## src/hdl/kaa_pkg.sv

```systemverilog
// ----------------------------------------------------------------------------
// kaa_pkg: shared constants for the k-means assignment core
// Item codes, register indexes and field widths.
// ----------------------------------------------------------------------------
package kaa_pkg;

   localparam int DEF_MAX_CLASSES = 16;
   localparam int DEF_MAX_BANDS   = 4;
   localparam int DEF_SAMPLE_BITS = 16;

   localparam int NUM_IN_BANDS = 4;
   localparam int MEAN_W       = 24;
   localparam int SUM_W        = 48;
   localparam int CNT_W        = 32;
   localparam int SMP_W        = 16;
   localparam int DIST_W       = 64;
   localparam int CLS_W        = 4;

   localparam logic [1:0] MODE_LOAD  = 2'd0;
   localparam logic [1:0] MODE_PIXEL = 2'd1;
   localparam logic [1:0] MODE_READ  = 2'd2;
   localparam logic [1:0] MODE_SPARE = 2'd3;

   localparam logic KIND_PIXEL = 1'b0;
   localparam logic KIND_READ  = 1'b1;

   localparam logic [0:0] CSR_CLASS_COUNT = 1'd0;
   localparam logic [0:0] CSR_BAND_COUNT  = 1'd1;

   // request tdata: mode, class_index, sample_0..3, mean_0..3 = 2+4+64+96 = 166 -> 168
   localparam int REQ_W = 168;
   // response tdata: winner_class, new_mean_0..3, class_pixel_count = 4+96+32 -> 136
   localparam int RSP_W = 136;

endpackage

```

## src/hdl/kaa_lane.sv

```systemverilog
// ----------------------------------------------------------------------------
// kaa_lane: one band lane
// Squared distance of one band against one class mean, registered.
// ----------------------------------------------------------------------------
module kaa_lane (
   input  logic                        clock,
   input  logic                        enable,
   input  logic                        active,
   input  logic [kaa_pkg::SMP_W-1:0]   sample,
   input  logic [kaa_pkg::MEAN_W-1:0]  mean,
   output logic [2*kaa_pkg::MEAN_W-1:0] sq_ff
);
   import kaa_pkg::*;

   logic [MEAN_W-1:0]   s_q;
   logic [MEAN_W-1:0]   diff;
   logic [2*MEAN_W-1:0] sq_in;

   always_comb begin
      s_q   = {sample, 8'd0};
      diff  = (s_q >= mean) ? (s_q - mean) : (mean - s_q);
      sq_in = active ? (diff * diff) : '0;
   end

   always_ff @(posedge clock) begin
      if (enable) begin
         sq_ff <= sq_in;
      end
   end
endmodule

```

## config.mk

```make
export PLATFORM = sky130hd
export DESIGN_NAME = kaa_lane
export DESIGN_NICKNAME = d
export VERILOG_FILES = /design/src/hdl/kaa_pkg.sv /design/src/hdl/kaa_lane.sv
export SDC_FILE = /design/constraint.sdc
export NUM_CORES = 1
export LEC_CHECK = 0
export ABC_AREA = 1
export ABC_CLOCK_PERIOD_IN_PS = 14700
export BUFFER_PORTS_ARGS = -buffer_cell sky130_fd_sc_hd__buf_4
export CAP_MARGIN = 20
export CORE_UTILIZATION = 45
export CTS_CLUSTER_SIZE = 40
export DETAILED_ROUTE_END_ITERATION = 8
export GPL_TIMING_DRIVEN = 1
export PLACE_DENSITY = 0.7
export SKIP_CTS_REPAIR_TIMING = 1
export SYNTH_ARGS = -nofsm -noshare
export SYNTH_HDL_FRONTEND = slang
export SYNTH_SLANG_ARGS = --single-unit
```

## constraint.sdc

```tcl
create_clock -name clock -period 14.7 [get_ports clock]
set_clock_uncertainty 0.05 [all_clocks]
set_input_delay 1.47 -clock clock [delete_from_list [all_inputs] [get_ports clock]]
set_output_delay 1.47 -clock clock [all_outputs]
set_load 0.05 [all_outputs]
```

### Word level (Yosys, flattened, before mapping)

Index checks and enable logic that the tools add are counted.

* multiply operators: 1
* $lt $le $gt $ge: 1
* add/sub/neg operators: 2
* muxes and demuxes: 1

Operators with widths (number)
* 24-bit by 24-bit multiplier with 48-bit output: 1
* 24-bit subtractor: 2
* 24-bit greater-or-equal comparator: 1
* 24-bit two-way mux: 1

* flip-flop bits (word level): 48
* output and inout bits: 48
* bits of input ports: 43
* word-level logic and storage cells: 6

### Longest topological paths before layout

* word-level depth: 3
* mapped depth: 44
* depth with buffers taken out: 42

### Worst setup path after synthesis

OpenSTA, ideal clock, no wires.

* kind: in2reg
* from: input port mean[0] in the netlist's numbering
* to: register sq_ff[37] in the netlist's numbering (data pin)
* arrival: 9.200 ns
* cell stages on the path: 38
* buffers on the path: 3
* path slack: 5.197 ns
* data required time: 14.397 ns
* setup time: 0.253 ns
* cell sequence: clkbuf_1 > inv_1 > clkbuf_1 > clkbuf_1 > ha_1 > nand2_1 > nor2_1 > nand3_2 > nand3_4 > nor2_1 > a21o_2 > xor2_4 > inv_1 > nand2_1 > fa_1 > inv_1 > fa_1 > inv_1 > [... 2 more ...] > fa_1 > inv_1 > fa_1 > inv_1 > fa_1 > inv_1 > fa_1 > inv_1 > ha_1 > a21oi_1 > a21boi_0 > o21ai_0 > a21oi_1 > o21ai_0 > nand2_1 > nand2_1 > nor2_1 > nor2_1

* cells in the longest elaborated chain, start to end: 3

Ends and longest elaborated chain
* start: declaration: RTL line kaa_lane.sv:10 `input logic [kaa_pkg::MEAN_W-1:0] mean,`
* 24-bit subtractor / 24-bit greater-or-equal comparator (equally long branches): RTL line kaa_lane.sv:21 `diff = (s_q >= mean) ? (s_q - mean) : (mean - s_q);`
* 24-bit two-way mux (*): RTL line kaa_lane.sv:21
* 24-bit by 24-bit multiplier with 48-bit output (*): RTL line kaa_lane.sv:22 `sq_in = active ? (diff * diff) : '0;`
* end signal: assignment: RTL line kaa_lane.sv:27 `sq_ff <= sq_in;`
* end: declaration: RTL line kaa_lane.sv:11 `output logic [2*kaa_pkg::MEAN_W-1:0] sq_ff`

Mark *: on every way between the ends. The rest lies on a longest branch, timed or not.
A chain may end at the register's enable or synchronous reset.

### Final worst setup path

Ends and elaborated chain as after synthesis.

==> results.txt <==
WL met2 - 29,000 um
startpoint-to-endpoint class of the critical path - input pin to flop
Antenna Violating Nets Remaining - 0
CTS H-tree lvls - 2
dominant delay contributor by cell family on the critical path - adder cells
mean instance size in the synthesized netlist - 7.97 um2
largest net degree at the start of global routing - 48
share of synthesized cell area in full adder, half adder and majority cells - 0.524
final std cells w/o fill - 3,293
Yosys warning count - 0
terminating pin of the worst hold path - sq_ff[0]
delay of the slowest critical-path stage - 690 ps
HP Start - mean[0]
vias in the first global route - 18,686
unrepaired setup endpoints after global routing - false
aggregate global-route resource usage - 0.263
max reg flops - 47
endpoint kind of the worst setup timing path - flop
minimum clock period after layout - 11,160 ps
final cycle utilization of the critical path - 0.759
number of fill cells - 4,514
Critical Path Start Type - input pin
xor-xnor portion of the synthesized cell area - 0.0178
boundary pin count - 91
number of nets in the final layout - 3,361
top routing layer in use - met4
CTS tree - yes
starting density of the core - 0.460
leading registers by flop count - sq_ff: 47 flops
wire length per cell after detailed routing - 17.8 um
number of antenna diodes - 0
GR Overflow Total - 0
outcome - completed
buffers plus inverters on the worst setup path - 10
length of the first detailed-routing pass in iterations - 5
Mapped Cells - 2,637
max-capacitance violation count - 0
via total after detailed routing - 16,853
number of synthesized flops with an enable pin - 47
global-route wire length before repair - 96,700 um
total count of max-transition violations in the final report - 0
FF+latch count, synth - 47
drc violations - 0
Std-Cell Rows - 78
commonest non-fill, non-tap cells in the layout - inv_1, fa_1, nand2_1
sum of negative setup slack - 0 ps
Inst Count DP - 3,285
Port Buffers - 89
total wirelength of the detailed-routed design - 58,600 um
largest family of logic cells by synthesized area - adder cells
worst-case headroom to the max-slew limit - 0.386
post-synthesis instance area - 0.0210 mm2
Max Buffers Root-to-Sink - 2
most prevalent standard cell on the critical path - inv_1
hold violation count in the final report - 0
top_reg_cell synth - edfxtp_1
Netlist cell types - 48
Slowest cell on crit path - inv_1
data required time of the worst path - 14,710 ps
simple-gate area share of the yosys netlist - 0.165
drt via density - 5.12
buffer cell driving the clock tree root - clkbuf_16
Core Box Area - 0.0457 mm2
number of clock buffers inserted by TritonCTS - 5
area of the die - 0.0475 mm2
sequential fraction of the synthesis area - 0.0672
Slew @ Worst Pin - 919 ps
number of antenna violations at the first check in global routing - 0
most common cell after layout, fill and taps aside - inv_1
Die Wd - 218 um
Biggest register - sq_ff
layout cell share with drive strength beyond 1 - 0.0713
routed wl met3 - 4190 um
post-route met1 wirelength - 24,100 um
global placer's final weighted congestion - 0.957
proportion of register bits with asynchronous set or reset after synthesis - 0
clock-pin slew on the worst setup and hold paths - 70 ps
critical path arrival - 11,180 ps
clock net sink count - 47
highest clock frequency the design can meet - 0.0896 GHz
P&R area growth vs syn - 6.14%
die boundary height - 218 um
Setup-failing EPs final - 0
mux cell area share after synthesis - 0
HP Class - input pin to flop
HPWL Detailed - 49,500 um
net count of the mapped netlist - 3,306
worst hold path cell count - 3
Max Fanout on Critical Path - 26
detailed router's first-iteration violation count - 1,232
synthesized-area fraction occupied by ao, oa, aoi and oai cells - 0.0617
==> worst max path at each step <==
stage,startpoint,endpoint,slack [ps],cells past startpoint
final,mean[0],sq_ff[37],3540,36
after global routing,mean[0],sq_ff[37],3060,37
after CTS,mean[0],sq_ff[37],3710,36
after detailed placement,mean[0],sq_ff[37],3440,36
after global placement,mean[0],sq_ff[37],3540,36
after floorplan,mean[0],sq_ff[37],5200,38
==> cells by family (layout without fill, tap and decap cells) <==
| family | count (synthesis) | after routing |
|---|---|---|
| AO/OA/AOI/OAI | 234 | 234 |
| other | 1 | 1 |
| XOR/XNOR | 34 | 34 |
| buffers and inverters | 869 | 925 |
| flip-flops | 47 | 47 |
| adder cells (fa/ha/maj) | 626 | 626 |
| AND/OR/NAND/NOR | 826 | 826 |
==> cell type report <==
cell class	instances	area [um2]	area share
multi-input cells	1721	16200	0.725
inverters	819	3080	0.138
flip-flops and latches	47	1410	0.0633
well taps	600	751	0.0337
repair buffers	98	736	0.0330
clock buffers	5	125	0.00561
clock inverters	3	38.8	0.00174
==> synth_stat cells, types with 6 or more instances <==
| cell type | count | area [um2] |
|---|---|---|
| nand2_1 | 390 | 1460 |
| clkbuf_1 | 10 | 37.5 |
| buf_2 | 12 | 60.1 |
| o21bai_1 | 9 | 67.6 |
| nand2_2 | 17 | 106 |
| nor2_4 | 12 | 135 |
| nor2_1 | 296 | 1110 |
| a31oi_1 | 7 | 43.8 |
| buf_6 | 13 | 146 |
| o21a_1 | 7 | 52.6 |
| nor2_2 | 21 | 131 |
| buf_4 | 13 | 97.6 |
| inv_2 | 15 | 56.3 |
| inv_1 | 798 | 3000 |
| nand3_1 | 60 | 300 |
| a21oi_1 | 110 | 551 |
| edfxtp_1 | 47 | 1410 |
| fa_1 | 424 | 8490 |
| o21ai_0 | 76 | 380 |
| ha_1 | 202 | 2530 |
| nand4_1 | 10 | 62.6 |
| nor4_1 | 6 | 37.5 |
| xor2_1 | 23 | 201 |
==> metrics by stage <==
stage / hold WS [ps] / util / worst slack [ps] / instance area [um2]
2_1_floorplan: 1530 / - / 5200 / 21000
3_3_place_gp: 1880 / 0.485 / 3540 / 22100
3_5_place_dp: 1880 / 0.485 / 3440 / 22100
4_1_cts: 1590 / 0.488 / 3710 / 22300
5_1_grt: 1620 / 0.488 / 3060 / 22300
6_report: 1600 / 0.488 / 3540 / 22300
==> routing by layer <==
layer | track usage | vias up
met1 | 0.338 | 8367
met4 | 0.0657 | 0
met3 | 0.0388 | 109
met2 | 0.461 | 595
li1 | - | 7782
met5 | 0 | -
Power is not shown: default switching activity piles up to over one toggle a cycle in this logic, so the estimate is an artifact.
