$ cat config.mk
export PLATFORM = sky130hd
export DESIGN_NAME = kaa_merge
export DESIGN_NICKNAME = d
export VERILOG_FILES = /design/src/hdl/kaa_pkg.sv /design/src/hdl/kaa_merge.sv
export SDC_FILE = /design/constraint.sdc
export NUM_CORES = 1
export LEC_CHECK = 0
export BUFFER_PORTS_ARGS = -buffer_cell sky130_fd_sc_hd__buf_2
export CORE_ASPECT_RATIO = 1.75
export CORE_MARGIN = 8
export CORE_UTILIZATION = 50
export CTS_BUF_LIST = sky130_fd_sc_hd__clkbuf_8
export DETAILED_ROUTE_END_ITERATION = 10
export PLACE_DENSITY = 0.75
export SYNTH_ARGS = -nofsm -noshare
export SYNTH_HDL_FRONTEND = slang
export SYNTH_SLANG_ARGS = --single-unit
$ cat constraint.sdc
create_clock -name clock -period 9.3 [get_ports clock]
set_clock_uncertainty 0.1 [all_clocks]
set_input_delay 0.93 -clock clock [delete_from_list [all_inputs] [get_ports clock]]
set_output_delay 0.93 -clock clock [all_outputs]
set_load 0.03 [all_outputs]
$ cat src/hdl/kaa_pkg.sv
// ----------------------------------------------------------------------------
// kaa_pkg: shared constants for the k-means assignment core
// Item codes, register indexes and field widths.
// ----------------------------------------------------------------------------
package kaa_pkg;

   localparam int DEF_MAX_CLASSES = 16;
   localparam int DEF_MAX_BANDS   = 4;
   localparam int DEF_SAMPLE_BITS = 16;

   localparam int NUM_IN_BANDS = 4;
   localparam int MEAN_W       = 24;
   localparam int SUM_W        = 48;
   localparam int CNT_W        = 32;
   localparam int SMP_W        = 16;
   localparam int DIST_W       = 64;
   localparam int CLS_W        = 4;

   localparam logic [1:0] MODE_LOAD  = 2'd0;
   localparam logic [1:0] MODE_PIXEL = 2'd1;
   localparam logic [1:0] MODE_READ  = 2'd2;
   localparam logic [1:0] MODE_SPARE = 2'd3;

   localparam logic KIND_PIXEL = 1'b0;
   localparam logic KIND_READ  = 1'b1;

   localparam logic [0:0] CSR_CLASS_COUNT = 1'd0;
   localparam logic [0:0] CSR_BAND_COUNT  = 1'd1;

   // request tdata: mode, class_index, sample_0..3, mean_0..3 = 2+4+64+96 = 166 -> 168
   localparam int REQ_W = 168;
   // response tdata: winner_class, new_mean_0..3, class_pixel_count = 4+96+32 -> 136
   localparam int RSP_W = 136;

endpackage

$ cat src/hdl/kaa_merge.sv
// ----------------------------------------------------------------------------
// kaa_merge: merge lane distances and track the nearest class
// Adds the lane squares and keeps the running minimum with its class.
// ----------------------------------------------------------------------------
module kaa_merge #(
   parameter int MAX_BANDS = kaa_pkg::DEF_MAX_BANDS,
   parameter int CIDX_W    = 4
) (
   input  logic                            clock,
   input  logic                            first,
   input  logic                            enable,
   input  logic [CIDX_W-1:0]               cls,
   input  logic [2*kaa_pkg::MEAN_W-1:0]    sq [MAX_BANDS],
   output logic [CIDX_W-1:0]               win_ff
);
   import kaa_pkg::*;

   logic [DIST_W-1:0] best_ff, best_in, dist_sum;
   logic [CIDX_W-1:0] win_in;

   always_comb begin
      dist_sum = '0;
      for (int b = 0; b < MAX_BANDS; b++) dist_sum = dist_sum + DIST_W'(sq[b]);
      best_in = best_ff;
      win_in  = win_ff;
      if (first || dist_sum < best_ff) begin
         best_in = dist_sum;
         win_in  = cls;
      end
   end

   always_ff @(posedge clock) begin
      if (enable) begin
         best_ff <= best_in;
         win_ff  <= win_in;
      end
   end
endmodule

; Word level (Yosys, flattened, before mapping)
; Index checks and enable logic that the tools add are counted.
[totals]
reg_bits = 68
inputBits = 199
elab_cells = 8
[op_classes]
magnitude_cmp = 1
n_reduce_logical = 2
n_addsub = 3
[ops]
columns = op, count
row1 = 51-bit by 64-bit < comparator with 1-bit output, 1
row2 = 50-bit by 48-bit adder with 51-bit output, 1
row3 = 49-bit by 48-bit adder with 50-bit output, 1
row4 = 48-bit by 48-bit adder with 49-bit output, 1
row5 = 2-bit AND reduction, 1
row6 = 1-bit logical OR, 1

; Logic depth before layout (Yosys ltp)
; Gate-level depths: netlist of the first run.
[logic_depth]
depth_word = 6
depth_mapped = 25
depth_no_buf = 25

; Least setup slack after synthesis of the first run
; Ideal clock, no wire load.
[synth_timing]
path_type = input to register
startpoint = in sq[1] (netlist bit)
endpoint = reg best_ff[0], enable pin
setup_ps = 498
path_slack_ps = 635
stages = 23
arrival_ps = 8067
path_cell_list = inv_1 > fa_1 > fa_1 > inv_1 > ha_1 > inv_1 > fa_1 > and2b_1 > o2111ai_2 > a2111oi_2 > or3b_4 > nor2_1 > o21ai_0 > a21oi_1 > xnor2_1 > ha_1 > a21o_1 > a21o_1 > a21oi_1 > o221ai_1 > a21oi_1 > o41ai_1 > a31oi_1
[synth_between]
elab_chain_cells = 4
[synth_lines]
columns = item, line_no
row1 = "start, declared", kaa_merge.sv:13  ; input logic [2*kaa_pkg::MEAN_W-1:0] sq [MAX_BANDS],
row2 = 50-bit by 48-bit adder with 51-bit output, kaa_merge.sv:23  ; for (int b = 0; b < MAX_BANDS; b++) dist_sum = dist_sum + DIST_W'(sq[b]);
row3 = via dist_sum[29], kaa_merge.sv:18  ; logic [DIST_W-1:0] best_ff, best_in, dist_sum;
row4 = 51-bit by 64-bit < comparator with 1-bit output, kaa_merge.sv:26  ; if (first || dist_sum < best_ff) begin
row5 = 1-bit logical OR, kaa_merge.sv:26
row6 = 2-bit AND reduction (no line), --
row7 = "end signal, assigned", kaa_merge.sv:34  ; best_ff <= best_in;
row8 = "end, declared", kaa_merge.sv:18
; The timed path passes the listed nets, and every way through them passes these cells.
; A chain may end at the register's enable or synchronous reset.

; Worst setup path after layout of the first run
[layout_timing]
startpoint = in sq[1] (netlist bit)
endpoint = reg best_ff[39], enable pin
; Same word-level chain as after synthesis.

==> summary.md, run 1 <==
| Metric | Value |
|---|---|
| Post-synthesis sequential element count | `54` |
| EDFF count, synth | `54` |
| Final Cycle Share | `~80%` |
| Rel. slew slack | `a little under a third` |
| Synthesized area per cell | `between 8 and 9 um^2` |
| CTS tree | `done` |
| P_leak | `5.388 nW` |
| Fin Setup TNS | `0 ns` |
| Top layer in use | `met4` |
| Pwr dens | `250.0 mW/mm^2` |
| DRC | `0` |
| Gr ovfl total | `0` |
| Run status | `finished clean` |
| Most used DFF post-synth | `edfxtp_1` |
| Global-route wire length before repair | `31.77 mm` |
| GP Congestion | `between 0.9 and 1` |
| R2R depth | `10` |
| RSZ-0062 raised after global routing | `no` |
| Via Count | `6775` |
| Clock Sinks | `between 50 and 60` |
| Gr usage total | `18.03%` |
| Drt pass-1 iters | `4` |
| Initial core utilization | `50.76%` |
| Max Fclk | `134.9 MHz` |
| Clock latency on the worst-skew pair | `0.31 ns` |
| Final Util | `59.00%` |
| Fin. Hold Viols | `0` |
| Row count | `62` |
| Slew @ Worst Pin | `1.024 ns` |
| DRT antenna net count | `0` |
| Die extent in x | `113.4 um` |
| Metal3 WL | `719 um` |
| Class of the worst hold path | `primary input to flip-flop` |
| Final hold slack | `0.6934 ns` |
| Clk root buf | `clkbuf_8` |
| Reg2reg start | `best_ff[25]` |
| Library cells used by synthesis | `between 50 and 60` |
| Vias per inst | `5.033` |
| Worst reg-to-reg setup slack | `about 5.8 ns` |
| Io pins | `203` |
| Crit path capture | `best_ff[39]` |
| Syn nets | `between 1000 and 1500` |
| Critical Path RT | `between 9 and 10 ns` |
| Max FO, Critical Path | `30` |
| CP Capture Type | `flip-flop` |
| Routed len/inst | `13.81 um` |
| Combinational share of power | `73.4%` |
| Critical path arrival | `7.30 ns` |
| Initial DRC Count | `~210` |
| Clock tree buffer depth | `2` |
| CTS Hold Bufs | `0` |
| Final Max Tran Viols | `0` |
| RR Endpoint | `best_ff[39]` |
| Core area | `~0.016 mm^2` |
| Number of diodes | `0` |
| Largest net degree at the start of global routing | `31` |
| Warnings from Yosys | `0` |
| Seq/Total Area, Yosys | `19.52%` |
| # nets final | `1515` |
| Post-CTS setup buffers | `0` |
| Die Area | `0.02116 mm^2` |
| H-tree level count | `2` |
| Placement Cell Area | `0.009555 mm^2` |
| Int Power | `1.294 mW` |
| TritonCTS Buffers | `5` |
| CP startpoint | `sq[1]` |
| Clk pwr share | `6.4%` |
| Critical path launch point type | `primary input` |
| Min Clock Period, post-route | `7.414 ns` |
| Max-Cap Viols | `0` |
| Die Y | `~190 um` |
| Met2 wire len | `roughly 11 mm` |
| Type of the worst setup path | `primary input to flip-flop` |
| M1 wire length | `between 6 and 7 mm` |
| Gate Count Post-Synth | `929` |
| Layout cell share with drive strength beyond 1 | `between 20% and 30%` |
| Sequential share of power | `20.2%` |
| Mapped Area | `0.008308 mm^2` |
| VDD IR-drop max | `between 0.1 and 0.15 mV` |
| PortBufs | `between 200 and 250` |
| Post-Route WL | `approximately 19 mm` |
| Sw frac | `a little under half` |
| Final setup fails | `0` |
| Async SR Flop Fraction | `0%` |
| Initial antenna violation count | `0` |
| Switching power | `1.121 mW` |
| Cell area after layout | `roughly 0.0097 mm^2` |
| Clock-pin transition on the worst setup and hold timing paths | `0.09 ns` |
| Layout area overhead | `16.25%` |
| PostCTS Resize Cnt | `0` |
| Vias in the first global route | `7439` |
| DP HPWL | `16.73 mm` |
-- state kept, by name, summed over array words and instances, names as in the netlist --
signal and count:
win_ff 4, best_ff 50
-- how the worst min path moves through the flow --
stage / startpoint / end / slack [ns] / depth (start not counted)
6_report: cls[1] / win_ff[1] / 0.69 / 1
5_1_grt: cls[1] / win_ff[1] / 0.66 / 1
4_1_cts: cls[1] / win_ff[1] / 0.68 / 1
3_5_place_dp: cls[1] / win_ff[1] / 1.01 / 1
3_3_place_gp: cls[0] / win_ff[0] / 1.01 / 1
2_1_floorplan: cls[0] / win_ff[0] / 0.93 / 0
-- power groups by stage --
stage	sequential (mW)	combinational (mW)	clock (mW)
6_report	0.489	1.77	0.155
5_1_grt	0.501	2.02	0.169
4_1_cts	0.490	1.79	0.159
3_5_place_dp	0.496	1.78	0
3_3_place_gp	0.490	1.73	0
2_1_floorplan	0.498	1.34	0
-- cells in the final DEF (no fill, tap or decap), types with 6 or more instances in the layout --
master / synthesis / final
nand2b_1: 6 / 6
xnor2_1: 28 / 28
a21oi_1: 67 / 67
nor2_1: 28 / 28
and3_1: 6 / 6
a21o_1: 48 / 48
xor2_1: 18 / 18
nand4_1: 21 / 21
buf_2: 2 / 202
edfxtp_1: 54 / 54
fa_1: 96 / 96
o21bai_1: 10 / 10
o21a_1: 8 / 8
inv_1: 286 / 286
o21ai_0: 23 / 23
nand2_1: 44 / 44
ha_1: 98 / 98
a31oi_1: 8 / 7
o21ai_1: 6 / 6
-- routing by layer --
metal | vias up | track usage [%]
met5 | - | 0
met4 | 0 | 8.196
met3 | 39 | 2.489
met2 | 168 | 35.94
met1 | 3202 | 17.36
li1 | 3366 | -
-- Yosys cell counts, types with 4 or more instances --
master,number,share of area (%)
inv_1,286,13
ha_1,98,15
fa_1,96,23
a21oi_1,67,4.0
edfxtp_1,54,20
a21o_1,48,4.3
nand2_1,44,2.0
nor2_1,28,1.3
xnor2_1,28,3.0
o21ai_0,23,1.4
nand4_1,21,1.6
xor2_1,18,1.9
clkbuf_1,15,0.68
o21bai_1,10,0.90
a31oi_1,8,0.60
o21a_1,8,0.72
and3_1,6,0.45
nand2b_1,6,0.45
o21ai_1,6,0.36
nand3_1,5,0.30
o211ai_1,4,0.36
o31ai_1,4,0.36
-- through the flow --
step	std cells	total power [mW]	setup WS, ns
final	1346	2.415	1.886
after global routing	1346	2.694	1.366
after CTS	1346	2.440	1.838
after detailed placement	1339	2.277	1.525
after global placement	1339	2.220	1.668
after floorplan	929	1.834	0.6346
-- area by class of cell --
class / instances / area [um^2]
Fill cell: 1519 / 6710
Multi-Input combinational cell: 572 / 5562
Sequential cell: 54 / 1622
Inverter: 286 / 1074
Timing Repair Buffer: 203 / 1018
Tap cell: 224 / 280.3
Clock buffer: 5 / 68.82
Clock inverter: 2 / 33.78
-- kinds of logic (layout without fill, tap and decap cells) --
family          count (synthesis)  after routing  share of synthesized area [%]
simple gates                  128            128                          7.651
fa+ha+maj                     194            194                          37.89
buf+inv                       303            496                          13.72
flops                          54             54                          19.52
compound gates                204            204                          16.37
xor+xnor                       46             46                          4.849
-- critical path: stages --
cell and delay, ns:
buf_2 0.07, inv_1 0.04, fa_1 0.56, fa_1 0.42
inv_1 0.07, ha_1 0.16, inv_1 0.05, fa_1 0.39
and2b_1 0.25, o2111ai_2 0.14, a2111oi_2 0.53, o31ai_1 0.22
a31oi_1 0.28, nor3_1 0.12, nor2_1 0.12, a21oi_1 0.09
xnor2_1 0.20, ha_1 0.28, a21o_1 0.16, a21o_1 0.17
a21oi_1 0.14, o21ai_0 0.12, a21o_1 0.19, a21oi_1 0.13
o211ai_1 0.13, a31oi_4 0.83, buf_4 0.47
No activity file was read; power rests on OpenSTA's default activity.
==> run 2: changes to the inputs <==
- clock period: 9.3 -> 7.55 ns (I/O delays scaled with it)
==> summary.md, run 2 (same netlist as run 1, synthesis figures left out) <==
| Metric | Value |
|---|---|
| RSZ-0062 raised after global routing | `no` |
| Critical path arrival | `6.67 ns (-0.63 ns)` |
| Reg2reg start | `best_ff[1]` |
| Initial DRC Count | `222 (+7.2%)` |
| Max FO, Critical Path | `38 (+27%)` |
| Io pins | `203 (unchanged)` |
| Global-route wire length before repair | `31.64 mm (-0.43%)` |
| Final Util | `58.97% (about the same)` |
| Run status | `finished clean` |
| Clock-pin transition on the worst setup and hold timing paths | `0.09 ns (about the same)` |
| Finished Layout Cells | `1349 (+0.22%)` |
| CTS Hold Bufs | `0 (unchanged)` |
| Clock latency on the worst-skew pair | `0.32 ns (about the same)` |
| Post-route setup slack | `0.7334 ns (-1.152 ns)` |
| Gr ovfl total | `0 (unchanged)` |
| DP HPWL | `16.35 mm (-2.3%)` |
| Clock Sinks | `54 (unchanged)` |
| Hold Path Origin | `cls[0]` |
| Number of diodes | `0 (unchanged)` |
| VDD IR-drop max | `0.1221 mV (+13%)` |
| Routed len/inst | `13.42 um (-2.8%)` |
| Gr usage total | `17.79% (-0.24 points)` |
| Layout area overhead | `16.17% (about the same)` |
| CP Capture Type | `flip-flop` |
| R2R depth | `11 (+1)` |
| Final Power | `2.913 mW (+21%)` |
| Vias in the first global route | `7417 (-0.30%)` |
| Worst hold stages | `1 (unchanged)` |
| Row count | `62 (unchanged)` |
| Most common cell after layout, fill and taps aside | `inv_1` |
| Most flops, register | `best_ff` |
| Clk root buf | `clkbuf_8` |
| Rel. slew slack | `49.37% (+18 points)` |
| Max-Cap Viols | `0 (unchanged)` |
| Initial antenna violation count | `0 (unchanged)` |
| Clock tree buffer depth | `2 (unchanged)` |
| Type of the worst setup path | `primary input to flip-flop` |
| Via Count | `6707 (-1.0%)` |
| PostCTS Resize Cnt | `0 (unchanged)` |
| CP startpoint | `sq[1]` |
| Final Cycle Share | `roughly nine tenths` |
| Min Clock Period, post-route | `6.817 ns` |
| Post-CTS setup buffers | `0 (unchanged)` |
| Slowest stage delay, CP | `0.58 ns (-0.25 ns)` |
| Die extent in x | `113.4 um (unchanged)` |
| Max Fclk | `146.7 MHz` |
| Final Max Tran Viols | `0 (unchanged)` |
| Max FFs per register | `50 (unchanged)` |
| DRT antenna net count | `0 (unchanged)` |
| Largest registers | `best_ff (50), win_ff (4)` |
| Vias per inst | `4.972 (-1.2%)` |
| Critical path launch point type | `primary input` |
| CTS tree | `done` |
| Core area | `0.01637 mm^2 (unchanged)` |
| Pwr dens | `301.8 mW/mm^2 (+21%)` |
| TritonCTS Buffers | `5 (unchanged)` |
| Post-Route WL | `18.11 mm (-2.6%)` |
| DRC | `0 (unchanged)` |
| Fin Setup TNS | `0 ns (unchanged)` |
| Post-Place Setup Slack | `0.4382 ns (-1.087 ns)` |
| Drt pass-1 iters | `4 (unchanged)` |
| Class of the worst hold path | `primary input to flip-flop` |
| H-tree level count | `2 (unchanged)` |
| P_leak | `5.393 nW (+0.10%)` |
| # nets final | `1517 (+0.13%)` |
| PortBufs | `202 (unchanged)` |
| Final setup fails | `0 (unchanged)` |
| Crit-path slowest cell | `o31ai_1` |
| Largest net degree at the start of global routing | `39 (+26%)` |
| GP Congestion | `0.9173 (+1.4%)` |
| Critical Path RT | `7.40 ns (-1.78 ns)` |
| Most frequent cells in the layout | `inv_1, buf_2, ha_1` |
| Die Area | `0.02116 mm^2 (unchanged)` |
| Worst reg-to-reg setup slack | `4.62 ns (-1.18 ns)` |
| Initial core utilization | `50.76% (unchanged)` |
| Layout cell share with drive strength beyond 1 | `20.18% (+0.12 points)` |
| Slew @ Worst Pin | `0.7496 ns (-0.2747 ns)` |
| Placed cell count | `1341 (+0.15%)` |
| Die Y | `186.5 um (unchanged)` |
| Fin. Hold Viols | `0 (unchanged)` |
-- run 2: power by group --
part | internal (mW) | switching [mW]
sequential | 0.565 | 0.0346
clock | 0.0627 | 0.0916
combinational | 0.929 | 1.23
total | 1.56 | 1.36
-- run 2: worst max-delay path, delay by kind of cell --
family	cells	cell delay, ns
buffers and inverters	5	0.69
XOR/XNOR	1	0.18
AO/OA/AOI/OAI	13	2.60
adder cells (fa/ha/maj)	5	1.72
AND/OR/NAND/NOR	3	0.68
-- run 2: area by class of cell --
type                            instances  area, um^2
Fill cell                            1534        6716
Inverter                              286        1074
Tap cell                              224       280.3
Clock inverter                          3       12.51
Timing Repair Buffer                  205        1033
Sequential cell                        54        1622
Clock buffer                            5       68.82
Multi-Input combinational cell        572        5562
-- run 2: metal layers --
layer / GRT usage [%] / wire [um] / up-vias
li1: - / - / 3374
met1: 17.51 / 6573 / 3155
met2: 36.01 / 10400 / 150
met3: 2.457 / 736 / 28
met4: 5.876 / 399 / 0
met5: 0 / 0 / -
-- run 2: path summary, 6_finish.rpt --
| path | to |
|---|---|
| setup / recovery | best_ff[23] |
| setup reg to reg | best_ff[23] |
| hold / removal | win_ff[0] |
| hold reg to reg | best_ff[6] |
-- run 2: per-stage QoR --
step | hold slack [ns] | cell area, um^2
2_1_floorplan | 0.7539 | 8314
3_3_place_gp | 0.8319 | 9570
3_5_place_dp | 0.8363 | 9570
4_1_cts | 0.5047 | 9652
5_1_grt | 0.5056 | 9652
6_report | 0.5196 | 9652
