### src/hdl/kaa_pkg.sv
// ----------------------------------------------------------------------------
// kaa_pkg: shared constants for the k-means assignment core
// Item codes, register indexes and field widths.
// ----------------------------------------------------------------------------
package kaa_pkg;

   localparam int DEF_MAX_CLASSES = 16;
   localparam int DEF_MAX_BANDS   = 4;
   localparam int DEF_SAMPLE_BITS = 16;

   localparam int NUM_IN_BANDS = 4;
   localparam int MEAN_W       = 24;
   localparam int SUM_W        = 48;
   localparam int CNT_W        = 32;
   localparam int SMP_W        = 16;
   localparam int DIST_W       = 64;
   localparam int CLS_W        = 4;

   localparam logic [1:0] MODE_LOAD  = 2'd0;
   localparam logic [1:0] MODE_PIXEL = 2'd1;
   localparam logic [1:0] MODE_READ  = 2'd2;
   localparam logic [1:0] MODE_SPARE = 2'd3;

   localparam logic KIND_PIXEL = 1'b0;
   localparam logic KIND_READ  = 1'b1;

   localparam logic [0:0] CSR_CLASS_COUNT = 1'd0;
   localparam logic [0:0] CSR_BAND_COUNT  = 1'd1;

   // request tdata: mode, class_index, sample_0..3, mean_0..3 = 2+4+64+96 = 166 -> 168
   localparam int REQ_W = 168;
   // response tdata: winner_class, new_mean_0..3, class_pixel_count = 4+96+32 -> 136
   localparam int RSP_W = 136;

endpackage

### src/hdl/kaa_divider.sv
// ----------------------------------------------------------------------------
// kaa_divider: restoring divider, one quotient bit per cycle
// Divides a 56-bit dividend by a 32-bit count; quotient truncated to 24 bits.
// ----------------------------------------------------------------------------
module kaa_divider (
   input  logic                        clock,
   input  logic                        reset,
   input  logic                        start,
   input  logic [kaa_pkg::SUM_W+7:0]   dividend,
   input  logic [kaa_pkg::CNT_W-1:0]   divisor,
   output logic                        busy_ff,
   output logic [kaa_pkg::MEAN_W-1:0]  quot
);
   import kaa_pkg::*;
   localparam int N = SUM_W + 8;

   logic [N-1:0]       q_ff, q_in;
   logic [CNT_W:0]     r_ff, r_in, trial;
   logic [5:0]         n_ff, n_in;
   logic               busy_in;

   always_comb begin
      q_in = q_ff; r_in = r_ff; n_in = n_ff; busy_in = busy_ff;
      trial = {r_ff[CNT_W-1:0], q_ff[N-1]};
      if (start) begin
         q_in = dividend; r_in = '0; n_in = 6'(N); busy_in = 1'b1;
      end else if (busy_ff) begin
         if (trial >= {1'b0, divisor}) begin
            r_in = trial - {1'b0, divisor};
            q_in = {q_ff[N-2:0], 1'b1};
         end else begin
            r_in = trial;
            q_in = {q_ff[N-2:0], 1'b0};
         end
         n_in = n_ff - 6'd1;
         if (n_ff == 6'd1) busy_in = 1'b0;
      end
   end
   assign quot = q_ff[MEAN_W-1:0];

   always_ff @(posedge clock) begin
      if (reset) busy_ff <= 1'b0;
      else       busy_ff <= busy_in;
      q_ff <= q_in; r_ff <= r_in; n_ff <= n_in;
   end
endmodule

### config.mk
export PLATFORM = sky130hd
export DESIGN_NAME = kaa_divider
export DESIGN_NICKNAME = d
export VERILOG_FILES = /design/src/hdl/kaa_pkg.sv /design/src/hdl/kaa_divider.sv
export SDC_FILE = /design/constraint.sdc
export NUM_CORES = 1
export LEC_CHECK = 0
export BUFFER_PORTS_ARGS = -buffer_cell sky130_fd_sc_hd__buf_2
export CORE_MARGIN = 2
export CORE_UTILIZATION = 50
export DETAILED_ROUTE_END_ITERATION = 7
export HOLD_SLACK_MARGIN = 0.02
export PLACE_DENSITY = 0.73
export SYNTH_ARGS = -nofsm -noshare
export SYNTH_HDL_FRONTEND = slang
export SYNTH_SLANG_ARGS = --single-unit
### constraint.sdc
create_clock -name clock -period 8.66 [get_ports clock]
set_input_delay 2.165 -clock clock [delete_from_list [all_inputs] [get_ports clock]]
set_output_delay 2.165 -clock clock [all_outputs]
set_load 0.03 [all_outputs]
# --- Word-level counts from Yosys, hierarchy flattened ---
# Cells that the tools add are included.
totals:
  mem_bits_rw: 0
  romBits: 0
  out_inout_bits: 25
  wordCells: 16
  latch_bits: 0
  input_bits: 91
  n_memories: 0
  reg_bits: 95
classes:
  order_cmp: 1
  multipliers: 0
  addsub: 2
  n_mux: 7
  shifts: 0
  div: 0
  eq_ne: 1
  bitwise_logic: 0
  n_reduce_logical: 1
op_table:
  columns: ["cell", "n"]
  rows:
  - ["$mux W56", 2]
  - ["$ge A33 B32 Y1", 1]
  - ["$mux W32", 1]
  - ["$sub A32 B32 Y32", 1]
  - ["$eq A6 B1 Y1 const B", 1]
  - ["$sub A6 B1 Y6 const B", 1]
  - ["$mux W1", 4]
  - ["$reduce_bool A2 Y1", 1]

# --- Depth between registers and ports, before layout ---
# Gate-level depths: netlist of the first run.
depth:
  depth_word: 4
  mapped_depth: 14
  ltp_nobuf: 12

# --- Least setup slack after synthesis of the first run ---
# No wires, ideal clock.
synth_path:
  kind: "input to register"
  start: "input divisor[0] (netlist bit)"
  end: "register r_ff[30]"
  required_time_ns: 8.538
  path_slack_ns: 4.176
  n_path_buf: 0
  stages: 11
  setup_ns: 0.122
  arrival_time_ns: 4.362
  cell_sequence: "ha_1 > fa_1 > nor2b_1 > o31a_1 > o21a_1 > o211ai_1 > a311oi_1 > nand2_1 > mux2i_1 > nor3_1 > a221o_1"
synth_via:
  elab_chain_cells: 2
  elab_cells_between_ends: 3
synth_rtl:
  columns: ["element", "line", "source"]
  rows:
  - ["from (decl)", "kaa_divider.sv:10", "input logic [kaa_pkg::CNT_W-1:0] divisor,"]
  - ["$sub A32 B32 Y32 or $ge A33 B32 Y1 (tied branches)", "kaa_divider.sv:29, kaa_divider.sv:28", null]
  - ["$mux W32 *", "kaa_divider.sv:28", "if (trial >= {1'b0, divisor}) begin"]
  - ["to (signal assigned)", "kaa_divider.sv:44", "q_ff <= q_in; r_ff <= r_in; n_ff <= n_in;"]
  - ["to (decl)", "kaa_divider.sv:18", "logic [CNT_W:0] r_ff, r_in, trial;"]
# Every way passes the cells marked *; elsewhere a longest branch is shown, timed or not.
# A chain may end at the register's enable or synchronous reset.

# --- Worst setup path in the final report of the first run ---
layout_path:
  start: "input divisor[1] (netlist bit)"
  end: "register r_ff[20]"
# Same word-level chain as after synthesis.

==> results.rst, run 1 <==
.. list-table::
   :header-rows: 1

   * - Metric
     - Value
   * - Result of the run
     - finished clean
   * - Buffers inserted during post-CTS setup optimization
     - 0
   * - Post-synthesis instance area
     - 6220 µm²
   * - Clock sink total
     - 95
   * - Placeable core region
     - 12,100 µm²
   * - Stages on the worst setup path
     - 13
   * - Data arrival, critical path
     - 5.14 ns
   * - Layout-stage area growth over the synthesis result
     - 12.8%
   * - Worst path slowest cell
     - sky130_fd_sc_hd__buf_4
   * - Clock transition at the registers of the reported paths
     - 0.07 ns
   * - Register bit count reported by yosys
     - 95
   * - Final slew viol count
     - 0
   * - Worst R2R Setup Slack
     - 5.37 ns
   * - Post-CTS Hold Fix Bufs
     - 0
   * - Fraction of synthesis flops using an asynchronous set or reset pin
     - 0
   * - Number of resized instances in the post-cts repair step
     - 0
   * - First-pass detailed-route iteration total
     - 4
   * - Count of unresolved DRC violations after routing
     - 0
   * - CP Capture Type
     - flop
   * - Floorplan die width
     - 116 µm
   * - Final setup violating endpoints
     - 0
   * - Antenna diode count
     - 0
   * - Wire length of the first global-routing pass
     - 21.9 mm
   * - Critical Path, Cell by Cell
     - buf_2 > inv_1 > ha_1 > nor2b_4 > o31a_1 > o211ai_4 > o311ai_4 > a21o_1 > a31oi_4 > buf_4 > and2_0 > a22oi_1 > o21ai_0
   * - Insertion delay of the later-clocked pin in the worst-skew pair
     - 0.35 ns
   * - Fraction of final layout cells with drive strength greater than 1
     - 0.310
   * - Number of global-route vias before repair
     - 4,583
   * - Total number of H-tree levels
     - 3
   * - Via/cell ratio
     - 5.39
   * - Die Footprint
     - 13,300 µm²
   * - Required time reported for the critical path endpoint
     - 8.94 ns
   * - Bufs and invs on worst path
     - 3
   * - Count of nets left with antenna violations after detail routing
     - 0
   * - Worst rel slew slack
     - 0.222
   * - Final period util
     - 0.561
   * - Max Freq
     - 0.206 GHz
   * - Die Height
     - 116 µm
   * - Max clock buf depth
     - 2
   * - Final Net Count
     - 828
   * - Unrepaired setup endpoints after global routing
     - no
   * - Gpl congestion
     - 0.919
   * - Hold Path Class
     - reg -> reg
   * - Worst Reg-to-Reg Cells
     - 12
   * - Total CTS buffers
     - 9
   * - Share of synthesized area occupied by flip-flops and latches
     - 0.396
   * - Mean post-synth cell area
     - 9.89 µm²
   * - Clock skew after layout
     - 0.0118 ns
   * - Power per unit of standard cell area
     - 179 nW/µm²
   * - Setup TNS
     - 0 ns
   * - Leftover overflow at the end of global routing
     - 0
   * - Pin count of the biggest net entering global routing
     - 80
   * - Clk Tree Root Cell
     - sky130_fd_sc_hd__clkbuf_16
   * - Number of buffers inserted by port buffering
     - 115
   * - Max VDD drop
     - 0.117 mV
   * - Cell taking the most area after synthesis
     - sky130_fd_sc_hd__edfxtp_1
   * - Largest fanout on the critical path
     - 51
   * - Family with the most delay on the worst path
     - compound AO/OA/AOI/OAI gates
   * - Core occupancy in the finished layout
     - 0.581
   * - R2r endpoint
     - r_ff[20]$_SDFFE_PP0P_
   * - Worst setup path startpoint
     - divisor[1]
   * - Startpoint type of the worst setup path
     - primary input
   * - Highest cell delay on the worst timing path
     - 0.51 ns
   * - Start of the worst register-to-register path
     - q_ff[55]$_DFFE_PP_
   * - Starting Density
     - 0.516
   * - Post-Syn Instances
     - 629
   * - Global-route total usage across every layer
     - 0.207
   * - Total number of yosys warnings
     - 0
   * - Post-DR wirelength/cell
     - 15.4 µm
   * - Number of flops mapped to enable cells by yosys
     - 56
   * - Slew at the pin with the worst max-slew slack
     - 1.16 ns
   * - Dpl hpwl
     - 9.58 mm
   * - Max Cap Violations
     - 0
   * - WS Path Type
     - in -> reg
   * - Post-Syn Nets
     - 755
   * - Most common flop cell mapped by yosys
     - sky130_fd_sc_hd__edfxtp_1
   * - Floorplan row count
     - 40
   * - Via count
     - 4,713
   * - Fraction of synthesized cell area taken by the top area cell type
     - 0.270
   * - Iter 0 DRT Violations
     - 288
   * - Number of filler instances in the final layout
     - 1,070
   * - Count of endpoints failing hold in the final timing report
     - 0
   * - Final wirelength
     - 13.5 mm
   * - Lkg Pwr
     - 0.00309 µW
   * - Leading cell types by total area after synthesis
     - sky130_fd_sc_hd__edfxtp_1, sky130_fd_sc_hd__dfxtp_1, sky130_fd_sc_hd__mux2_2, sky130_fd_sc_hd__ha_1, sky130_fd_sc_hd__nor2_1
   * - Number of antenna violations at the first check in global routing
     - 0
   * - Shortest period the worst path allows
     - 4.86 ns
   * - Boundary Pins
     - 116
   * - TritonCTS clock tree
     - built
   * - Netlist cell types
     - 60
   * - End point of the critical path
     - r_ff[20]$_SDFFE_PP0P_
-- layer usage --
metal	up-vias	global-route usage	routed length (µm)
met2	109	0.332	6460
met4	0	0.0562	165
met3	12	0.0560	729
met1	2199	0.276	6140
li1	2393	-	-
met5	-	0	0
-- layout make-up --
cell class              instances  area, µm²  share of cell area
clock inverters                 6        100              0.0143
clock buffers                  10        229              0.0326
repair buffers                118        601              0.0856
well taps                     168        210              0.0300
flip-flops and latches         95       2460               0.351
multi-input cells             437       3260               0.464
inverters                      41        154              0.0219
-- registers in the layout, summed over array words and instances, names as in the netlist --
register / flops
q_ff: 56
r_ff: 32
n_ff: 6
busy_ff: 1
-- synthesized netlist by cell type (all sizes together), types with 3 or more instances --
library cell,number
nand2,26
a21oi,48
a31oi,6
o21ai,32
nor2b,10
a21o,16
nand2b,9
nand4,7
ha,34
nor3,10
o21bai,3
xnor2,15
nand3,10
inv,41
and2,3
nor2,67
xor2,13
mux2,55
a21boi,3
dfxtp,39
buf,34
edfxtp,56
a22oi,5
a211oi,22
o21a,5
and3,4
clkbuf,22
mux2i,9
-- worst reg2reg max path: stages (launching register included) --
cell and delay [ns]:
sky130_fd_sc_hd__edfxtp_1 0.46, sky130_fd_sc_hd__inv_1 0.09, sky130_fd_sc_hd__ha_1 0.23, sky130_fd_sc_hd__nor2b_4 0.06
sky130_fd_sc_hd__o31a_1 0.30, sky130_fd_sc_hd__o211ai_4 0.27, sky130_fd_sc_hd__o311ai_4 0.13, sky130_fd_sc_hd__a21o_1 0.29
sky130_fd_sc_hd__a31oi_4 0.21, sky130_fd_sc_hd__buf_4 0.51, sky130_fd_sc_hd__and2_0 0.46, sky130_fd_sc_hd__a22oi_1 0.10
sky130_fd_sc_hd__o21ai_0 0.11
-- metrics by stage --
stage | hold WS (ns) | total power [µW] | area [µm²] | instances | setup WS, ns
3_3_place_gp | 0.475 | 811 | 6680 | 859 | 3.56
3_5_place_dp | 0.483 | 817 | 6680 | 859 | 3.50
6_report | 0.494 | 1250 | 7010 | 875 | 3.80
5_1_grt | 0.540 | 1310 | 7010 | 875 | 3.61
4_1_cts | 0.492 | 1260 | 7010 | 875 | 3.85
2_1_floorplan | 0.451 | 764 | 6220 | 629 | 4.18
-- kinds of logic (layout without fill, tap and decap cells) --
group	count (synthesis)	count (layout)	share of synthesized area
AOI/OAI and AO/OA	160	160	0.186
and+or+nand+nor	150	150	0.112
buffers and inverters	97	175	0.0805
DFF	95	95	0.396
muxes	64	64	0.114
adders and majority gates	35	35	0.0716
xor gates and xnor gates	28	28	0.0394
-- power by group --
| part | internal (µW) | switching (µW) | leakage (µW) |
|---|---|---|---|
| Sequential | 525 | 21.9 | 0.000884 |
| Clock | 259 | 184 | 0.000161 |
| Combinational | 113 | 150 | 0.00204 |
-- cell usage in the layout, fill, tap and decap left out, types with 10 or more instances in the layout --
master and n:
sky130_fd_sc_hd__edfxtp_1 56, sky130_fd_sc_hd__xor2_1 13, sky130_fd_sc_hd__a211oi_1 12, sky130_fd_sc_hd__nor2_1 67, sky130_fd_sc_hd__ha_1 34, sky130_fd_sc_hd__nand3_1 10
sky130_fd_sc_hd__dfxtp_1 38, sky130_fd_sc_hd__inv_1 40, sky130_fd_sc_hd__xnor2_1 15, sky130_fd_sc_hd__o21ai_0 31, sky130_fd_sc_hd__nand2_1 26, sky130_fd_sc_hd__a21o_1 16
sky130_fd_sc_hd__a21oi_1 37, sky130_fd_sc_hd__a21oi_2 11, sky130_fd_sc_hd__mux2_2 55, sky130_fd_sc_hd__buf_2 114, sky130_fd_sc_hd__a211oi_2 10
-- how the worst min path moves through the flow --
stage | start | to | cells past startpoint
global placement | r_ff[15]$_SDFFE_PP0P_ | r_ff[15]$_SDFFE_PP0P_ | 2
detailed placement | r_ff[23]$_SDFFE_PP0P_ | r_ff[23]$_SDFFE_PP0P_ | 2
finish | r_ff[23]$_SDFFE_PP0P_ | r_ff[23]$_SDFFE_PP0P_ | 2
global route | r_ff[1]$_SDFFE_PP0P_ | r_ff[1]$_SDFFE_PP0P_ | 2
floorplan | r_ff[15]$_SDFFE_PP0P_ | r_ff[15]$_SDFFE_PP0P_ | 2
CTS | r_ff[23]$_SDFFE_PP0P_ | r_ff[23]$_SDFFE_PP0P_ | 2
(Power assumes the default switching activity.)
==> run 2, diff against run 1 <==
--- a/config.mk
+++ b/config.mk
@@ -5,12 +5,13 @@
 export SDC_FILE = /design/constraint.sdc
 export NUM_CORES = 1
 export LEC_CHECK = 0
+export ABC_AREA = 1
 export BUFFER_PORTS_ARGS = -buffer_cell sky130_fd_sc_hd__buf_2
 export CORE_MARGIN = 2
 export CORE_UTILIZATION = 50
 export DETAILED_ROUTE_END_ITERATION = 7
 export HOLD_SLACK_MARGIN = 0.02
-export PLACE_DENSITY = 0.73
+export PLACE_DENSITY = 0.75
 export SYNTH_ARGS = -nofsm -noshare
 export SYNTH_HDL_FRONTEND = slang
 export SYNTH_SLANG_ARGS = --single-unit
==> constraint.sdc (replaced) <==
create_clock -name clock -period 3.9 [get_ports clock]
set_input_delay 0.975 -clock clock [delete_from_list [all_inputs] [get_ports clock]]
set_output_delay 0.975 -clock clock [all_outputs]
set_load 0.03 [all_outputs]
==> run 2 against run 1 <==
  * Non-clock buffer count is 6 higher
  * Register-to-register slack worse by 3.9 ns
  * Setup slack worse by 2.7 ns
  * Global-route usage rose by 2.9 points
  * Critical endpoint is now r_ff[0]$_SDFFE_PP0P_
==> results.rst, run 2 <==
.. list-table::
   :header-rows: 1

   * - Metric
     - Value
   * - Cell taking the most area after synthesis
     - sky130_fd_sc_hd__nand2_1
   * - Clock sink total
     - 95
   * - Result of the run
     - finished clean
   * - Floorplan die width
     - 123 µm
   * - Power per unit of standard cell area
     - 317 nW/µm²
   * - Post-CTS Hold Fix Bufs
     - 0
   * - Dpl hpwl
     - 13.3 mm
   * - Startpoint type of the worst setup path
     - primary input
   * - TritonCTS clock tree
     - built
   * - Storage element area
     - 2460 µm²
   * - Netlist cell types
     - 38
   * - Leading cell type in the layout, fill and taps excluded
     - sky130_fd_sc_hd__nand2_1
   * - CP Capture Type
     - flop
   * - Data arrival, critical path
     - 2.99 ns
   * - Most used cells in the layout excluding fill and tap cells
     - sky130_fd_sc_hd__nand2_1, sky130_fd_sc_hd__inv_1, sky130_fd_sc_hd__buf_2
   * - Fraction of synthesized cell area taken by the top area cell type
     - 0.252
   * - First-pass detailed-route iteration total
     - 4
   * - Final setup violating endpoints
     - 0
   * - Post-Syn Instances
     - 1,089
   * - Count of nets left with antenna violations after detail routing
     - 0
   * - Number of filler instances in the final layout
     - 1,425
   * - DP Worst Slack
     - 0.776 ns
   * - Shortest period the worst path allows
     - 2.76 ns
   * - Post-Syn Nets
     - 1,215
   * - Registers with the most flip-flops
     - q_ff: 56 flops, r_ff: 32 flops, n_ff: 6 flops
   * - Via count
     - 6,655
   * - Hold path startpoint
     - r_ff[24]$_SDFFE_PP0P_
   * - Leftover overflow at the end of global routing
     - 0
   * - Post-synthesis instance area
     - 7080 µm²
   * - Register bit count reported by yosys
     - 95
   * - Total CTS buffers
     - 9
   * - Buffers inserted during post-CTS setup optimization
     - 0
   * - Total power of the final layout
     - 2520 µW
   * - Ranking of synthesized cells by instance count
     - sky130_fd_sc_hd__nand2_1, sky130_fd_sc_hd__inv_1, sky130_fd_sc_hd__nand3_1
   * - Die Footprint
     - 15,100 µm²
   * - Final Net Count
     - 1,298
   * - Placeable core region
     - 13,900 µm²
   * - Number of resized instances in the post-cts repair step
     - 0
   * - Most repeated cell in the gate-level netlist after synthesis
     - sky130_fd_sc_hd__nand2_1
   * - Lkg Pwr
     - 0.00451 µW
   * - Final slew viol count
     - 0
   * - Gpl congestion
     - 0.973
   * - Start of the worst register-to-register path
     - r_ff[21]$_SDFFE_PP0P_
   * - Via/cell ratio
     - 4.90
   * - Wire length of the first global-routing pass
     - 28.2 mm
   * - Total number of H-tree levels
     - 3
   * - Count of unresolved DRC violations after routing
     - 0
   * - Number of antenna violations at the first check in global routing
     - 0
   * - Hold Path Class
     - reg -> reg
   * - Clk Tree Root Cell
     - sky130_fd_sc_hd__clkbuf_16
   * - Cell depth of the worst hold path
     - 2
   * - Total number of yosys warnings
     - 0
   * - Number of global-route vias before repair
     - 5,932
   * - Insertion delay of the later-clocked pin in the worst-skew pair
     - 0.36 ns
   * - Max Cap Violations
     - 0
   * - Number of flops mapped to enable cells by yosys
     - 56
   * - Slew at the pin with the worst max-slew slack
     - 0.675 ns
   * - Worst setup path startpoint
     - divisor[22]
   * - Flip-flop count of the largest register after layout
     - 56
   * - Final period util
     - 0.707
   * - Count of endpoints failing hold in the final timing report
     - 0
   * - Boundary Pins
     - 116
   * - Fraction of final layout cells with drive strength greater than 1
     - 0.139
   * - Required time reported for the critical path endpoint
     - 4.13 ns
   * - Max Freq
     - 0.362 GHz
   * - Final wirelength
     - 17.5 mm
   * - Setup TNS
     - 0 ns
   * - Max VDD drop
     - 0.239 mV
   * - Clock skew after layout
     - 0.00834 ns
   * - Pin count of the biggest net entering global routing
     - 62
   * - Fraction of synthesis flops using an asynchronous set or reset pin
     - 0
   * - Antenna diode count
     - 0
   * - Global-route total usage across every layer
     - 0.236
   * - Setup slack of the critical path after layout
     - 1.14 ns
   * - Clock transition at the registers of the reported paths
     - 0.08 ns
   * - Share of synthesized area occupied by flip-flops and latches
     - 0.348
   * - Layout-stage area growth over the synthesis result
     - 12.4%
   * - WS Path Type
     - in -> reg
   * - Max clock buf depth
     - 2
   * - Core occupancy in the finished layout
     - 0.573
   * - Worst rel slew slack
     - 0.549
   * - Number of buffers inserted by port buffering
     - 115
   * - Starting Density
     - 0.510
   * - Area used by multi-input combinational logic
     - 3600 µm²
   * - Post-DR wirelength/cell
     - 12.9 µm
   * - Iter 0 DRT Violations
     - 478
   * - Die Height
     - 123 µm
   * - Register ranked first by flip-flop count
     - q_ff
   * - Floorplan row count
     - 43
   * - Leading cell types by total area after synthesis
     - sky130_fd_sc_hd__nand2_1, sky130_fd_sc_hd__edfxtp_1, sky130_fd_sc_hd__dfxtp_1, sky130_fd_sc_hd__inv_1, sky130_fd_sc_hd__ha_1
   * - Unrepaired setup endpoints after global routing
     - no
   * - Mean post-synth cell area
     - 6.51 µm²
   * - Worst Reg-to-Reg Cells
     - 10
   * - Most common flop cell mapped by yosys
     - sky130_fd_sc_hd__edfxtp_1
   * - Largest fanout on the critical path
     - 32
run 2: cell count changes in the layout (fill, tap and decap cells not counted), moves of 10 or more:
cell                       previous run  this run
sky130_fd_sc_hd__a211oi_2            10         0
sky130_fd_sc_hd__nor2_1              67        43
sky130_fd_sc_hd__nand2_1             26       476
sky130_fd_sc_hd__a21oi_1             37        23
sky130_fd_sc_hd__nand3_1             10        83
sky130_fd_sc_hd__mux2_2              55         0
sky130_fd_sc_hd__a21o_1              16         0
sky130_fd_sc_hd__a211oi_1            12         0
sky130_fd_sc_hd__nand3b_1             0        15
sky130_fd_sc_hd__a21oi_2             11         1
sky130_fd_sc_hd__o21ai_0             31         8
sky130_fd_sc_hd__inv_1               40       178
sky130_fd_sc_hd__xor2_1              13         2
run 2: cells by family after synthesis:
group / share of synthesized area
fa+ha+maj: 0.0629
xor+xnor: 0.0185
buf+inv: 0.145
simple gates: 0.388
compound gates: 0.0385
flops: 0.348
run 2: final timing paths:
path / end / slack (ns)
worst max-delay path: r_ff[0]$_SDFFE_PP0P_ / 1.14
worst max register to register: r_ff[0]$_SDFFE_PP0P_ / 1.51
worst min-delay path: r_ff[24]$_SDFFE_PP0P_ / 0.47
worst min register to register: r_ff[24]$_SDFFE_PP0P_ / 0.47
run 2: routing by layer:
layer  track usage  wire length (µm)  up-vias
met5             0                 0        -
met1         0.341              8400     2973
met3        0.0263               989       21
met2         0.372              7800      171
li1              -                 -     3490
met4        0.0739               316        0
run 2: critical path: stages:
cell and delay [ns]:
sky130_fd_sc_hd__buf_2 0.07, sky130_fd_sc_hd__inv_1 0.03, sky130_fd_sc_hd__ha_1 0.41, sky130_fd_sc_hd__nand2_1 0.19
sky130_fd_sc_hd__nor2_1 0.17, sky130_fd_sc_hd__nand2_1 0.10, sky130_fd_sc_hd__nor3_2 0.19, sky130_fd_sc_hd__nand2_4 0.22
sky130_fd_sc_hd__nand2_4 0.36, sky130_fd_sc_hd__nand2_1 0.10, sky130_fd_sc_hd__nand3_1 0.08, sky130_fd_sc_hd__o21ai_0 0.07
run 2: power by group:
group	internal, µW	leakage (µW)	switching (µW)
Combinational	128	0.00346	247
Sequential	1140	0.000890	27.9
Clock	519	0.000158	455
Total	1790	0.00451	730
run 2: area by class of cell:
type	instances	share of cell area
Multi-Input combinational cell	757	0.452
Tap cell	180	0.0283
Timing Repair Buffer	124	0.0824
Clock inverter	7	0.0123
Clock buffer	9	0.0283
Sequential cell	95	0.309
Inverter	185	0.0872
run 2: per-stage QoR:
| step | hold WS [ns] | area [µm²] | cells |
|---|---|---|---|
| finish | 0.471 | 7960 | 1357 |
| global placement | 0.449 | 7640 | 1341 |
| detailed placement | 0.460 | 7640 | 1341 |
| CTS | 0.473 | 7960 | 1357 |
| global route | 0.491 | 7960 | 1357 |
| floorplan | 0.439 | 7080 | 1089 |
==> run 3, diff against run 2 <==
==> constraint.sdc (replaced) <==
create_clock -name clock -period 2.5 [get_ports clock]
set_input_delay 0.625 -clock clock [delete_from_list [all_inputs] [get_ports clock]]
set_output_delay 0.625 -clock clock [all_outputs]
set_load 0.03 [all_outputs]
==> run 3 against run 2 <==
  * Non-clock buffer count increased by 44
  * Clock power increased by 45%
  * Sequential power increased by 56%
  * Worst hold slack improved by 0.0028 ns
  * Final cell count increased by 3.2%
  * Global-route usage increased by 0.95 points
  * Largest cell class unchanged
==> results.rst, run 3 (synthesis results as in run 2) <==
.. list-table::
   :header-rows: 1

   * - Metric
     - Value
   * - Result of the run
     - finished clean
   * - Design area
     - 8300 µm²
   * - Fraction of power consumed by sequential logic
     - 0.474
   * - Critical Path, Cell by Cell
     - buf_2 > inv_1 > ha_1 > nand2_1 > nor2_2 > nand2_2 > nor2_2 > nand2_2 > nor2_4 > nor2_4 > nand2_4 > buf_12 > nand3_1 > nand2_1 > nand2_1
   * - Unrepaired setup endpoints after global routing
     - no
   * - Post-Place Cell Area
     - 8010 µm²
   * - Switching power share of the total
     - 0.296
   * - Count of nets left with antenna violations after detail routing
     - 0
   * - Clk Tree Root Cell
     - sky130_fd_sc_hd__clkbuf_16
   * - DP Worst Slack
     - -0.0478 ns
   * - TritonCTS clock tree
     - built
   * - CP Capture Type
     - flop
   * - Power per unit of standard cell area
     - 464 nW/µm²
   * - Hold Path Class
     - reg -> reg
   * - Clock skew after layout
     - 0.0121 ns
   * - Leftover overflow at the end of global routing
     - 0
   * - Worst setup path startpoint
     - divisor[17]
   * - Required time reported for the critical path endpoint
     - 2.76 ns
   * - Die Footprint
     - 15,100 µm²
   * - Worst rel slew slack
     - 0.640
   * - Number of global-route vias before repair
     - 6,044
   * - Worst R2R Setup Slack
     - 0.33 ns
   * - Largest fanout on the critical path
     - 20
   * - Core occupancy in the finished layout
     - 0.598
   * - Total number of H-tree levels
     - 3
   * - Fraction of final layout cells with drive strength greater than 1
     - 0.170
   * - Max clock buf depth
     - 2
   * - Number of buffers inserted by port buffering
     - 115
   * - Pin count of the biggest net entering global routing
     - 69
   * - Starting Density
     - 0.510
   * - Number of placed instances, taps included
     - 1,385
   * - Flip-flop count of the largest register after layout
     - 56
   * - Via count
     - 6,730
   * - Via/cell ratio
     - 4.80
   * - Post-CTS Hold Fix Bufs
     - 0
   * - Final slew viol count
     - 0
   * - Highest cell delay on the worst timing path
     - 0.36 ns
   * - Final instance count without filler cells
     - 1,401
   * - R2r endpoint
     - r_ff[30]$_SDFFE_PP0P_
   * - Gpl congestion
     - 1.02
   * - Startpoint type of the worst setup path
     - primary input
   * - Post-DR wirelength/cell
     - 13.0 µm
   * - Wire length of the first global-routing pass
     - 29.0 mm
   * - Max Freq
     - 0.456 GHz
   * - Gate power share
     - 0.160
   * - Max VDD drop
     - 0.318 mV
   * - WS Path Type
     - in -> reg
   * - Total CTS buffers
     - 9
   * - Number of antenna violations at the first check in global routing
     - 0
   * - Stages on the worst setup path
     - 15
   * - Clock transition at the registers of the reported paths
     - 0.08 ns
   * - Boundary Pins
     - 116
   * - Final setup violating endpoints
     - 0
   * - Crit-path most repeated cell
     - sky130_fd_sc_hd__nand2_1
   * - Shortest period the worst path allows
     - 2.19 ns
   * - First-pass detailed-route iteration total
     - 5
   * - Placeable core region
     - 13,900 µm²
   * - Iter 0 DRT Violations
     - 501
   * - Worst Reg-to-Reg Cells
     - 13
   * - Reported net switching power
     - 1140 µW
   * - Most used cells in the layout excluding fill and tap cells
     - sky130_fd_sc_hd__nand2_1, sky130_fd_sc_hd__inv_1, sky130_fd_sc_hd__buf_2
   * - Start of the worst register-to-register path
     - r_ff[22]$_SDFFE_PP0P_
   * - End point of the critical path
     - r_ff[30]$_SDFFE_PP0P_
   * - Registers with the most flip-flops
     - q_ff: 56 flops, r_ff: 32 flops, n_ff: 6 flops
   * - Count of unresolved DRC violations after routing
     - 0
   * - Bufs and invs on worst path
     - 3
   * - Max Cap Violations
     - 0
   * - Die Height
     - 123 µm
   * - Buffers inserted during post-CTS setup optimization
     - 0
   * - Proportion of power drawn by the clock network
     - 0.366
   * - Clock sink total
     - 95
   * - Data arrival, critical path
     - 2.45 ns
   * - Insertion delay of the later-clocked pin in the worst-skew pair
     - 0.36 ns
   * - Final wirelength
     - 18.2 mm
   * - Number of resized instances in the post-cts repair step
     - 0
   * - Family with the most delay on the worst path
     - simple AND/OR/NAND/NOR gates
   * - Setup slack of the critical path after layout
     - 0.306 ns
   * - Global-route total usage across every layer
     - 0.246
   * - Lkg Pwr
     - 0.00471 µW
   * - Dpl hpwl
     - 14.1 mm
   * - Final Net Count
     - 1,342
   * - Internal power component
     - 2720 µW
   * - Floorplan row count
     - 43
   * - Antenna diode count
     - 0
   * - Final period util
     - 0.878
   * - Worst path slowest cell
     - sky130_fd_sc_hd__ha_1
   * - Register ranked first by flip-flop count
     - q_ff
   * - Slew at the pin with the worst max-slew slack
     - 0.539 ns
   * - Count of endpoints failing hold in the final timing report
     - 0
   * - Layout-stage area growth over the synthesis result
     - 17.2%
   * - Floorplan die width
     - 123 µm
   * - Leading cell type in the layout, fill and taps excluded
     - sky130_fd_sc_hd__nand2_1
run 3: worst min path at each step:
stage	start	end	slack [ns]	depth (start not counted)
after floorplan	n_ff[2]$_SDFFE_PP0P_	n_ff[2]$_SDFFE_PP0P_	0.44	1
after global placement	n_ff[2]$_SDFFE_PP0P_	n_ff[2]$_SDFFE_PP0P_	0.45	1
after detailed placement	r_ff[21]$_SDFFE_PP0P_	r_ff[21]$_SDFFE_PP0P_	0.46	2
after CTS	r_ff[21]$_SDFFE_PP0P_	r_ff[21]$_SDFFE_PP0P_	0.47	2
after global routing	r_ff[8]$_SDFFE_PP0P_	r_ff[8]$_SDFFE_PP0P_	0.50	2
final	r_ff[21]$_SDFFE_PP0P_	r_ff[21]$_SDFFE_PP0P_	0.47	2
run 3: layer usage:
| layer | part of all wire | global-route usage | vias to the layer above | wire (µm) |
|---|---|---|---|---|
| li1 | - | - | 3576 | - |
| met1 | 0.48 | 0.348 | 2981 | 8770 |
| met2 | 0.45 | 0.378 | 149 | 8130 |
| met3 | 0.051 | 0.0369 | 24 | 929 |
| met4 | 0.020 | 0.0952 | 0 | 357 |
| met5 | 0 | 0 | - | 0 |
run 3: power groups by stage:
stage	logic [µW]	registers, µW	clock network [µW]
after floorplan	439	1850	0
after detailed placement	617	1860	0
after global placement	608	1860	0
after CTS	620	1830	1430
after global routing	690	1840	1480
final	618	1830	1410
run 3: layout make-up:
type                            count  area, µm²
Clock buffer                        9        225
Tap cell                          180        225
Inverter                          185        694
Multi-Input combinational cell    757       3600
Clock inverter                      7       73.8
Fill cell                        1363       5580
Timing Repair Buffer              168       1020
Sequential cell                    95       2460
run 3: stage by stage:
step | hold WS (ns) | setup TNS (ns) | power, µW
5_1_grt | 0.499 | 0 | 4010
3_5_place_dp | 0.459 | -0.252 | 2480
3_3_place_gp | 0.451 | -0.388 | 2470
6_report | 0.474 | 0 | 3860
2_1_floorplan | 0.439 | 0 | 2290
4_1_cts | 0.473 | 0 | 3880
run 3: worst register-to-register path: cells and delay by family, from the launching register on:
family	cells	cell delay [ns]
buf+inv	1	0.16
simple gates	11	1.14
fa+ha+maj	1	0.42
flops	1	0.34
